$ cat config.mk
export PLATFORM = sky130hd
export DESIGN_NAME = tlb_address_translator
export DESIGN_NICKNAME = d
export VERILOG_FILES = /design/src/hw/rtl/tlbat_pkg.sv /design/src/hw/rtl/tlbat_match.sv /design/src/hw/rtl/tlb_address_translator.sv
export VERILOG_INCLUDE_DIRS = /design/src /design/src/hw/rtl
export SDC_FILE = /design/constraint.sdc
export NUM_CORES = 1
export LEC_CHECK = 0
export ABC_AREA = 1
export BUFFER_PORTS_ARGS = -buffer_cell sky130_fd_sc_hd__buf_2
export CAP_MARGIN = 20
export CELL_PAD_IN_SITES_DETAIL_PLACEMENT = 0
export CELL_PAD_IN_SITES_GLOBAL_PLACEMENT = 1
export CORE_MARGIN = 2
export CORE_UTILIZATION = 48
export CTS_CLUSTER_SIZE = 28
export DETAILED_ROUTE_END_ITERATION = 10
export GPL_TIMING_DRIVEN = 0
export PLACE_DENSITY = 0.92
export SYNTH_ARGS = -nofsm -noshare
export SYNTH_HDL_FRONTEND = slang
export SYNTH_SLANG_ARGS = --single-unit
$ cat constraint.sdc
create_clock -name i_clk -period 10.45 [get_ports i_clk]
set_clock_uncertainty 0.05 [all_clocks]
set_input_delay 1.045 -clock i_clk [delete_from_list [all_inputs] [get_ports i_clk]]
set_output_delay 1.045 -clock i_clk [all_outputs]
set_load 0.01 [all_outputs]
$ cat src/hw/rtl/assert_macros.svh
// assertion macros used by the translator rtl
// include with the bare file name; clock and active-low reset are passed in
`ifndef ASSERT_MACROS_SVH
`define ASSERT_MACROS_SVH

// property checked at every rising clock edge outside reset
`define TLBAT_ASSERT(label, clk, rst_n, prop, msg) \
    label: assert property (@(posedge clk) disable iff (!(rst_n)) (prop)) else $error(msg);

// consequent checked in the cycle after the antecedent
`define TLBAT_ASSERT_NEXT(label, clk, rst_n, ante, cons, msg) \
    label: assert property (@(posedge clk) disable iff (!(rst_n)) (ante) |=> (cons)) \
        else $error(msg);

`endif

$ cat src/hw/rtl/tlbat_pkg.sv
// types and constants for the tlb address translator
// no dependencies
`timescale 1ns / 1ps
`default_nettype none

package tlbat_pkg;

    localparam int ADDR_W = 32;
    localparam int DATA_W = 32;
    localparam int CFG_W  = 32;

    // input function codes
    typedef enum logic [1:0] {
        FUNC_READ  = 2'd0,
        FUNC_WRITE = 2'd1,
        FUNC_PTE   = 2'd2,
        FUNC_RSVD  = 2'd3
    } t_func;

    // result request kinds
    typedef enum logic [2:0] {
        KIND_READ  = 3'd0,
        KIND_WRITE = 3'd1,
        KIND_FETCH = 3'd2,
        KIND_FAULT = 3'd3,
        KIND_BUSY  = 3'd4
    } t_kind;

    // configuration register indexes
    localparam logic CFG_TRANSLATE_ENABLE = 1'b0;
    localparam logic CFG_PAGE_TABLE_BASE  = 1'b1;

    // one result beat
    typedef struct packed {
        t_kind              kind;
        logic [ADDR_W-1:0]  addr;
        logic [DATA_W-1:0]  data;
        logic               hit;
    } t_result;

endpackage

`default_nettype wire

$ cat src/hw/rtl/tlbat_match.sv
// parallel tag compare over all tlb entries, lowest matching index wins
// no dependencies
`timescale 1ns / 1ps
`default_nettype none

module tlbat_match #(
    parameter int ENTRIES   = 2,
    parameter int VPAGE_W   = 22,
    parameter int PPAGE_W   = 6
) (
    input  wire logic [ENTRIES-1:0]              i_entry_valid,
    input  wire logic [ENTRIES-1:0][VPAGE_W-1:0] i_entry_vpage,
    input  wire logic [ENTRIES-1:0][PPAGE_W-1:0] i_entry_ppage,
    input  wire logic [VPAGE_W-1:0]              i_vpage,
    output logic                                 o_hit,
    output logic [PPAGE_W-1:0]                   o_ppage
);

    logic [ENTRIES-1:0] w_match;

    // per-entry compare
    always_comb begin
        for (int i = 0; i < ENTRIES; i++) begin
            w_match[i] = i_entry_valid[i] && (i_entry_vpage[i] == i_vpage);
        end
    end

    // priority select, walking down so the lowest index is taken last
    always_comb begin
        o_ppage = '0;
        for (int i = ENTRIES - 1; i >= 0; i--) begin
            if (w_match[i]) begin
                o_ppage = i_entry_ppage[i];
            end
        end
        o_hit = |w_match;
    end

endmodule

`default_nettype wire

$ cat src/hw/rtl/tlb_address_translator.sv
// each result beat is registered into the output register, or into the skid behind it
// throughput: one input beat per cycle while the skid is empty; a two-deep output buffer
//   keeps input open while one result waits, all entries are tag-compared in that cycle
// a miss holds further accesses (answered busy) until the entry word beat returns
// reset (synchronous, active low) clears config, entry valid bits, victim pointer,
//   pending miss and the output buffer; no clearing pass is needed
`timescale 1ns / 1ps
`default_nettype none
`include "assert_macros.svh"

module tlb_address_translator
    import tlbat_pkg::*;
#(
    parameter int TLB_ENTRIES      = 2,
    parameter int PAGE_OFFSET_BITS = 10,
    parameter int PHYS_PAGE_BITS   = 6,
    parameter int ENTRY_BYTES      = 4
) (
    input  wire logic              i_clk,
    input  wire logic              i_rst_n,
    // configuration write port
    input  wire logic              i_cfg_we,
    input  wire logic              i_cfg_index,
    input  wire logic [CFG_W-1:0]  i_cfg_wdata,
    // input channel
    input  wire logic              i_in_valid,
    output logic                   o_in_stall,
    input  wire logic [1:0]        i_func,
    input  wire logic [ADDR_W-1:0] i_virt_addr,
    input  wire logic [DATA_W-1:0] i_write_data,
    input  wire logic [DATA_W-1:0] i_pte_word,
    // output channel
    output logic                   o_out_valid,
    input  wire logic              i_out_stall,
    output logic [2:0]             o_req_kind,
    output logic [ADDR_W-1:0]      o_req_addr,
    output logic [DATA_W-1:0]      o_req_data,
    output logic                   o_tlb_hit
);

    localparam int VPAGE_W = ADDR_W - PAGE_OFFSET_BITS;
    localparam int IDX_W   = (TLB_ENTRIES > 1) ? $clog2(TLB_ENTRIES) : 1;

    // configuration
    logic              r_translate_enable;
    logic [ADDR_W-1:0] r_page_table_base;

    // tlb storage
    logic [TLB_ENTRIES-1:0]                     r_entry_valid;
    logic [TLB_ENTRIES-1:0][VPAGE_W-1:0]        r_entry_vpage;
    logic [TLB_ENTRIES-1:0][PHYS_PAGE_BITS-1:0] r_entry_ppage;
    logic [IDX_W-1:0]                           r_victim;

    // pending miss
    logic              r_miss_pending;
    logic              r_pend_is_write;
    logic [ADDR_W-1:0] r_pend_vaddr;
    logic [DATA_W-1:0] r_pend_wdata;

    // output buffer
    logic    r_out_valid;
    logic    r_skid_valid;
    t_result r_out;
    t_result r_skid;

    logic                      w_in_accept;
    logic                      w_out_take;
    t_func                     w_func;
    logic                      w_is_access;
    logic [VPAGE_W-1:0]        w_vpage;
    logic                      w_hit;
    logic [PHYS_PAGE_BITS-1:0] w_hit_ppage;
    logic                      w_refill;
    logic                      w_pte_valid;
    logic                      w_miss;
    logic                      w_has_result;
    t_result                   w_res;
    logic [63:0]               w_hit_phys;
    logic [63:0]               w_fill_phys;
    logic [IDX_W-1:0]          n_victim;

    // handshake
    assign o_in_stall  = r_skid_valid;
    assign w_in_accept = i_in_valid && !r_skid_valid;
    assign w_out_take  = r_out_valid && !i_out_stall;

    assign w_func      = t_func'(i_func);
    assign w_is_access = (w_func == FUNC_READ) || (w_func == FUNC_WRITE);
    assign w_vpage     = i_virt_addr[ADDR_W-1:PAGE_OFFSET_BITS];
    assign w_pte_valid = i_pte_word[PHYS_PAGE_BITS];
    assign w_refill    = w_in_accept && (w_func == FUNC_PTE) && r_miss_pending;
    assign w_miss      = w_in_accept && w_is_access && !r_miss_pending
                         && r_translate_enable && !w_hit;

    // tag lookup
    tlbat_match #(
        .ENTRIES (TLB_ENTRIES),
        .VPAGE_W (VPAGE_W),
        .PPAGE_W (PHYS_PAGE_BITS)
    ) u_match (
        .i_entry_valid (r_entry_valid),
        .i_entry_vpage (r_entry_vpage),
        .i_entry_ppage (r_entry_ppage),
        .i_vpage       (w_vpage),
        .o_hit         (w_hit),
        .o_ppage       (w_hit_ppage)
    );

    // physical addresses, truncated to the address width
    assign w_hit_phys  = (64'(w_hit_ppage) << PAGE_OFFSET_BITS)
                         | 64'(i_virt_addr[PAGE_OFFSET_BITS-1:0]);
    assign w_fill_phys = (64'(i_pte_word[PHYS_PAGE_BITS-1:0]) << PAGE_OFFSET_BITS)
                         | 64'(r_pend_vaddr[PAGE_OFFSET_BITS-1:0]);

    // round-robin pointer advance
    assign n_victim = (r_victim == IDX_W'(TLB_ENTRIES - 1)) ? '0 : r_victim + 1'b1;

    // result for the current beat
    always_comb begin
        w_res        = '{kind: KIND_READ, addr: '0, data: '0, hit: 1'b0};
        w_has_result = 1'b0;
        priority if (w_func == FUNC_PTE) begin
            w_has_result = r_miss_pending;
            if (w_pte_valid) begin
                w_res.kind = r_pend_is_write ? KIND_WRITE : KIND_READ;
                w_res.addr = w_fill_phys[ADDR_W-1:0];
                w_res.data = r_pend_is_write ? r_pend_wdata : '0;
            end else begin
                w_res.kind = KIND_FAULT;
            end
        end else if (w_func == FUNC_RSVD) begin
            w_has_result = 1'b0;
        end else if (r_miss_pending) begin
            w_has_result = 1'b1;
            w_res.kind   = KIND_BUSY;
        end else if (!r_translate_enable) begin
            w_has_result = 1'b1;
            w_res.kind   = (w_func == FUNC_WRITE) ? KIND_WRITE : KIND_READ;
            w_res.addr   = i_virt_addr;
            w_res.data   = (w_func == FUNC_WRITE) ? i_write_data : '0;
        end else if (w_hit) begin
            w_has_result = 1'b1;
            w_res.kind   = (w_func == FUNC_WRITE) ? KIND_WRITE : KIND_READ;
            w_res.addr   = w_hit_phys[ADDR_W-1:0];
            w_res.data   = (w_func == FUNC_WRITE) ? i_write_data : '0;
            w_res.hit    = 1'b1;
        end else begin
            w_has_result = 1'b1;
            w_res.kind   = KIND_FETCH;
            w_res.addr   = r_page_table_base
                           + 32'(32'(w_vpage) * 32'(ENTRY_BYTES));
        end
    end

    // control state
    always_ff @(posedge i_clk) begin
        if (!i_rst_n) begin
            r_translate_enable <= 1'b0;
            r_page_table_base  <= '0;
            r_entry_valid      <= '0;
            r_victim           <= '0;
            r_miss_pending     <= 1'b0;
            r_out_valid        <= 1'b0;
            r_skid_valid       <= 1'b0;
        end else begin
            // config writes
            if (i_cfg_we) begin
                unique case (i_cfg_index)
                    CFG_TRANSLATE_ENABLE: r_translate_enable <= i_cfg_wdata[0];
                    CFG_PAGE_TABLE_BASE:  r_page_table_base  <= i_cfg_wdata[ADDR_W-1:0];
                    default: ;
                endcase
            end
            // miss bookkeeping and refill
            if (w_miss) begin
                r_miss_pending <= 1'b1;
            end
            if (w_refill) begin
                r_entry_valid[r_victim] <= w_pte_valid;
                r_victim                <= n_victim;
                r_miss_pending          <= 1'b0;
            end
            // output buffer occupancy
            if (w_out_take) begin
                r_skid_valid <= 1'b0;
                r_out_valid  <= r_skid_valid || (w_in_accept && w_has_result);
            end else if (w_in_accept && w_has_result) begin
                r_out_valid  <= 1'b1;
                r_skid_valid <= r_out_valid;
            end
        end
    end

    // payload registers
    always_ff @(posedge i_clk) begin
        if (w_miss) begin
            r_pend_is_write <= (w_func == FUNC_WRITE);
            r_pend_vaddr    <= i_virt_addr;
            r_pend_wdata    <= i_write_data;
        end
        if (w_refill) begin
            r_entry_vpage[r_victim] <= r_pend_vaddr[ADDR_W-1:PAGE_OFFSET_BITS];
            r_entry_ppage[r_victim] <= i_pte_word[PHYS_PAGE_BITS-1:0];
        end
        if (w_out_take) begin
            r_out <= r_skid_valid ? r_skid : w_res;
        end else if (w_in_accept && w_has_result) begin
            if (r_out_valid) begin
                r_skid <= w_res;
            end else begin
                r_out <= w_res;
            end
        end
    end

    // output beat
    assign o_out_valid = r_out_valid;
    assign o_req_kind  = r_out.kind;
    assign o_req_addr  = r_out.addr;
    assign o_req_data  = r_out.data;
    assign o_tlb_hit   = r_out.hit;

    // checks
    `TLBAT_ASSERT(a_skid_behind_out, i_clk, i_rst_n, !r_skid_valid || r_out_valid, "skid holds a beat while output register is empty")
    `TLBAT_ASSERT_NEXT(a_refill_clears_miss, i_clk, i_rst_n, i_rst_n && w_refill, !r_miss_pending, "pending miss survived its entry word")
    `TLBAT_ASSERT_NEXT(a_refill_installs, i_clk, i_rst_n, i_rst_n && w_refill && w_pte_valid, r_entry_valid[$past(r_victim)], "valid entry word not installed in victim slot")

endmodule

`default_nettype wire

# == Word-level counts from Yosys, hierarchy flattened ==
# Cells that the tools add are included.
# word_totals
ff_bits,296
in_bits,136
out_inout_bits,70
elab_cells,99
# classes
addsub,2
n_lt_le_gt_ge,2
n_eq_ne,6
n_mux,35
n_bitwise,5
n_reduce_logical,27
# op_table
op,n
2-to-1 mux 68 bit,5
2-to-1 mux 67 bit,1
2-to-1 mux 66 bit,1
2-to-1 mux 65 bit,1
2-to-1 mux 32 bit,2
2-to-1 mux 48 bit,1
bitwise mux 44 bit,1
equality test 22 bit,2
2-to-1 mux 34 bit,1
2-to-1 mux 33 bit,1
adder 32 x 24 -> 32 bit,1
OR 16 x 10 -> 16 bit,2
demux 22 bit (select 1 bit),1
2-to-1 mux 22 bit,1
2-to-1 mux 6 bit,3
bitwise mux 12 bit,1
logical AND 1 bit,12
2-to-1 mux 1 bit,10
demux 6 bit (select 1 bit),1
AND reduction 2 bit,3
OR reduction 2 bit,3
"equality test 2 bit, second input constant",2
logical NOT 1 bit,4
2-to-1 mux 3 bit,1
13 further kinds,16

# == Depth between registers and ports, before layout ==
# depth
word_depth,13
depth_mapped,16
mapped_depth_nobuf,16

# == Hierarchy ==
# A second synthesis with hierarchy kept.
# hier_totals
cells_unflattened,1528
hier_area_um2,13942.1
# by_module_without_submodules
module,instances,cells_each,area_each_um2,seq_area_each_um2
tlb_address_translator,1,1307,12995.0,8498.2
tlbat_match,1,221,947.2,0.0

# == Least setup slack after synthesis ==
# Ideal clock, no wire load.
# synth_timing
kind,input-to-reg
from,input port i_func[0]
to,"register r_out, in the netlist o_req_addr[0] (enable)"
setup_time_ns,0.598
arrival_ns,6.224
required_ns,9.802
path_slack_ns,3.578
cell_stages,3
cell_sequence,o21ai_0 > nand3_1 > a21boi_0
# synth_via
elab_chain_len,6
word_cells_on_any_way,7
classes_between,2 x eq/ne; 2 x mux; 3 x reduce/logical
# synth_lines
element,line,text
"start, declared",tlb_address_translator.sv:28,"input wire logic [1:0] i_func,"
equality test 2 bit,tlb_address_translator.sv:131,end else if (w_func == FUNC_RSVD) begin
2-to-1 mux 1 bit,tlb_address_translator.sv:131,
2-to-1 mux 1 bit (*),tlb_address_translator.sv:122,priority if (w_func == FUNC_PTE) begin
logical AND 1 bit (*),tlb_address_translator.sv:207,end else if (w_in_accept && w_has_result) begin
nonzero test 2 bit (no line) (*),n/a,
AND reduction 2 bit (no line) (*),n/a,
"end signal, assigned",tlb_address_translator.sv:206,r_out <= r_skid_valid ? r_skid : w_res;
"end signal, assigned",tlb_address_translator.sv:211,r_out <= w_res;
"end, declared",tlb_address_translator.sv:63,t_result r_out;
# Every way passes the cells marked *; elsewhere a longest branch is shown, timed or not.
# A chain may end at the register's enable or synchronous reset.

# == Final worst setup path ==
# layout_timing
from,input port i_func[1]
to,register r_entry_ppage[1] (netlist name) (enable)
# layout_via
elab_chain_len,3
# layout_lines
element,line,text
equality test 2 bit,tlb_address_translator.sv:91,assign w_refill = w_in_accept && (w_func == FUNC_PTE) && r_miss_pending;
logical AND 1 bit (2 in series),tlb_address_translator.sv:91,
"end signal, assigned by index",tlb_address_translator.sv:203,r_entry_ppage[r_victim] <= i_pte_word[PHYS_PAGE_BITS-1:0];
"end, declared",tlb_address_translator.sv:51,logic [TLB_ENTRIES-1:0][PHYS_PAGE_BITS-1:0] r_entry_ppage;
# Every way passes these cells.

==> run_results.csv <==
group,metric,value,unit
setup_path,endpoint,"r_entry_ppage[1]",
sta,setup_viol,0,
final_layout,register_area,8500,um2
clock_tree,cts_setup_buffers,0,
clock_tree,cts_max_path_buffers,3,
final_layout,multi_input_area,5250,um2
sta,max_freq,322,MHz
sta,fin_tns_setup,0,ps
route,drtAntennaViolNets,0,
placement,io_buffers,179,
setup_path,rrSetupSlack,7740,ps
sta,min_period,3110,ps
synthesis,synthMuxAreaShare,0,
route,vias,11484,
floorplan,rows,63,
final_layout,mostFrequentLayoutCells,"nand2_1 (584), edfxtp_1 (257), buf_2 (186), inv_1 (160), nor2_1 (142)",
final_layout,nNetsFinal,1980,
sta,rsz0062_at_grt,"no",
final_layout,layout-drive-gt1-share,0.172,
sta,slew_viol_final,0,
sta,finalHoldViolCount,0,
synthesis,synth_top_family_by_area,"simple AND/OR/NAND/NOR gates",
route,first_iter_violations,848,
grt,antenna_found_initial,5,
clock_tree,postCtsResizedCells,0,
route,vias_per_cell,5.13,
synthesis,synth_area_leaders,"edfxtp_1 (53%), nand2_1 (15%), dfxtp_1 (5.3%)",
setup_path,cp.required,10570,ps
setup_path,startpoint,"i_func[1]",
floorplan,ios,206,
status,outcome,"finished, final reports clean",
final_layout,filler_cell_count,2669,
grt,grt_max_degree,36,
placement,dpl_worst_slack,6780,ps
grt,grt_util_met1,0.334,
clock_tree,cts.sinks,296,
synthesis,synthesis.nets,1762,
route,drc_errors,0,
synthesis,synth.largest_area_cell,"edfxtp_1",
synthesis,synthDominantCellAreaShare,0.528,
synthesis,synth_compound_area_frac,0.0763,
synthesis,netlist_area,14600,um2
grt,globalRouteMet2Util,0.404,
floorplan,coreArea,29800,um2
floorplan,die_height,178,um
final_layout,area_delta_synth_final,17.1,%
placement,hpwl,29400,um
grt,grt_use_met3,0.0281,
clock_tree,clockRootBuffer,"clkbuf_16",
floorplan,die_w,178,um
route,first_pass_iters,5,
setup_path,path_max_fanout,30,
setup_path,r2r-end,"r_pend_vaddr[28]",
placement,gp_congestion,0.899,
power_and_ir_drop,leakagePower,7.61,nW
sta,setup_slack,7340,ps
synthesis,synth-simple-area-share,0.255,
grt,grt_pass1_vias,10732,
job,drv_cap,0,
grt,top_usage_layer,"met2",
synthesis,synthXorXnorAreaFrac,0.00479,
clock_tree,clkLatencyLatePin,570,ps
route,finalWirelength,38600,um
grt,grt_usage,0.242,
clock_tree,tritoncts,"done",
final_layout,mostFrequentLayoutCell,"nand2_1",
setup_path,r2r_cells,8,
setup_path,start_kind,"primary input",
route,wl_per_cell,17.2,um
sta,relSlewSlack,0.348,
setup_path,arrival,3230,ps
synthesis,avgSynthCellArea,9.12,um2
power_and_ir_drop,peakVddDrop,0.129,mV
sta,worst_pin_slew,976,ps
clock_tree,postCtsHoldBufs,0,
floorplan,die-area,31900,um2
grt,grt-ovfl-total,0,
sta,finalCritPeriodShare,0.297,
clock_tree,cts_buffers,30,
min_path,min_path_type,"reg2reg",
synthesis,yosysWarnings,0,
clock_tree,path_clk_slew,60,ps
power_and_ir_drop,power.density,156,nW/um2
synthesis,synth_cells,1603,
synthesis,synthAdderAreaFrac,0.0202,
setup_path,regToRegStartpoint,"r_translate_enable",
synthesis,ys_seq_elements,296,
clock_tree,htree_levels,1,
floorplan,start_util,0.490,
setup_path,endpoint_kind,"flip-flop",
grt,grt_pass1_wl,58600,um
synthesis,yosysSeqAreaShare,0.582,
synthesis,yosys.cell_types.count,41,
setup_path,critical_path_class,"in2reg",
## routing by layer
layer / up-vias / share of wire
met5: - / 0
met2: 381 / 0.47
met4: 0 / 0.022
met3: 56 / 0.065
met1: 5337 / 0.44
li1: 5710 / -
## state kept, by name, indices dropped and copies added (netlist names)
signal,count
r_skid,68
r_entry_vpage,44
o_req_addr,32
o_req_data,32
r_page_table_base,32
r_pend_vaddr,32
r_pend_wdata,32
r_entry_ppage,12
o_req_kind,3
r_entry_valid,2
o_in_stall,1
o_out_valid,1
o_tlb_hit,1
r_miss_pending,1
r_pend_is_write,1
r_translate_enable,1
r_victim,1
## power breakdown
group | total, mW | internal [mW] | switching, mW
registers | 1.34 | 1.33 | 0.0152
logic | 0.307 | 0.103 | 0.204
clock network | 1.01 | 0.573 | 0.441
total | 2.67 | 2.01 | 0.660
## how the worst min path moves through the flow
stage / from / to / slack (ps) / depth (start not counted)
global route: r_pend_vaddr[10] / r_entry_vpage[22] / 400 / 0
floorplan: r_pend_vaddr[10] / r_entry_vpage[0] / 370 / 0
CTS: r_pend_vaddr[24] / r_entry_vpage[36] / 400 / 0
global placement: r_pend_vaddr[25] / r_entry_vpage[15] / 370 / 0
finish: r_pend_vaddr[24] / r_entry_vpage[36] / 400 / 0
detailed placement: r_pend_vaddr[20] / r_entry_vpage[32] / 380 / 0
## synth_stat cells
cell and number:
dfxtp_1 39, nor2_1 146, buf_12 3, nand4_1 14, a21boi_0 1, nor2_2 1
or2_2 13, inv_2 22, buf_1 2, and2_1 1, buf_2 7, o21a_1 1
o21ai_1 3, xor2_1 3, fa_1 1, o211ai_1 3, nand3_1 116, nand3_2 1
nand3b_1 4, edfxtp_1 257, o22ai_1 1, inv_1 160, nand2_8 3, nor3_1 7
nor4_1 1, buf_4 1, nor2_4 4, a21o_1 1, nand2b_1 2, inv_6 1
o21ai_4 29, xnor2_1 5, a21oi_1 38, a31oi_1 1, nand3_4 1, o21bai_1 4
nand2_2 1, clkbuf_1 29, o21ai_0 70, ha_1 22, nand2_1 584
## area by class of cell
cell class              count  area share
flip-flops and latches    296       0.496
clock buffers              36      0.0452
well taps                 390      0.0285
plain buffers              42      0.0128
inverters                 183      0.0404
multi-input cells        1082       0.306
diodes                      5    0.000731
clock inverters            19     0.00862
repair buffers            186      0.0610
## critical path: stages
cell    delay (ps)
buf_2          110
inv_2           70
nor2_1         390
inv_1          160
nor3_1         440
inv_1          210
nor2_4         770
## cells by family after synthesis
| family | Yosys count |
|---|---|
| XOR/XNOR | 8 |
| adder cells (fa/ha/maj) | 23 |
| buffers and inverters | 225 |
| flip-flops | 296 |
| AO/OA/AOI/OAI | 152 |
| AND/OR/NAND/NOR | 899 |
## per-stage QoR
stage	hold WS [ps]	utilization	area [um2]	total power [mW]	cells
finish	396	0.575	17100	2.67	2239
detailed placement	381	0.543	16200	1.68	2179
global placement	373	0.537	16000	1.67	2172
global route	402	0.575	17100	2.77	2239
floorplan	371	-	14600	1.55	1603
CTS	395	0.574	17100	2.69	2234
(Power assumes the default switching activity.)
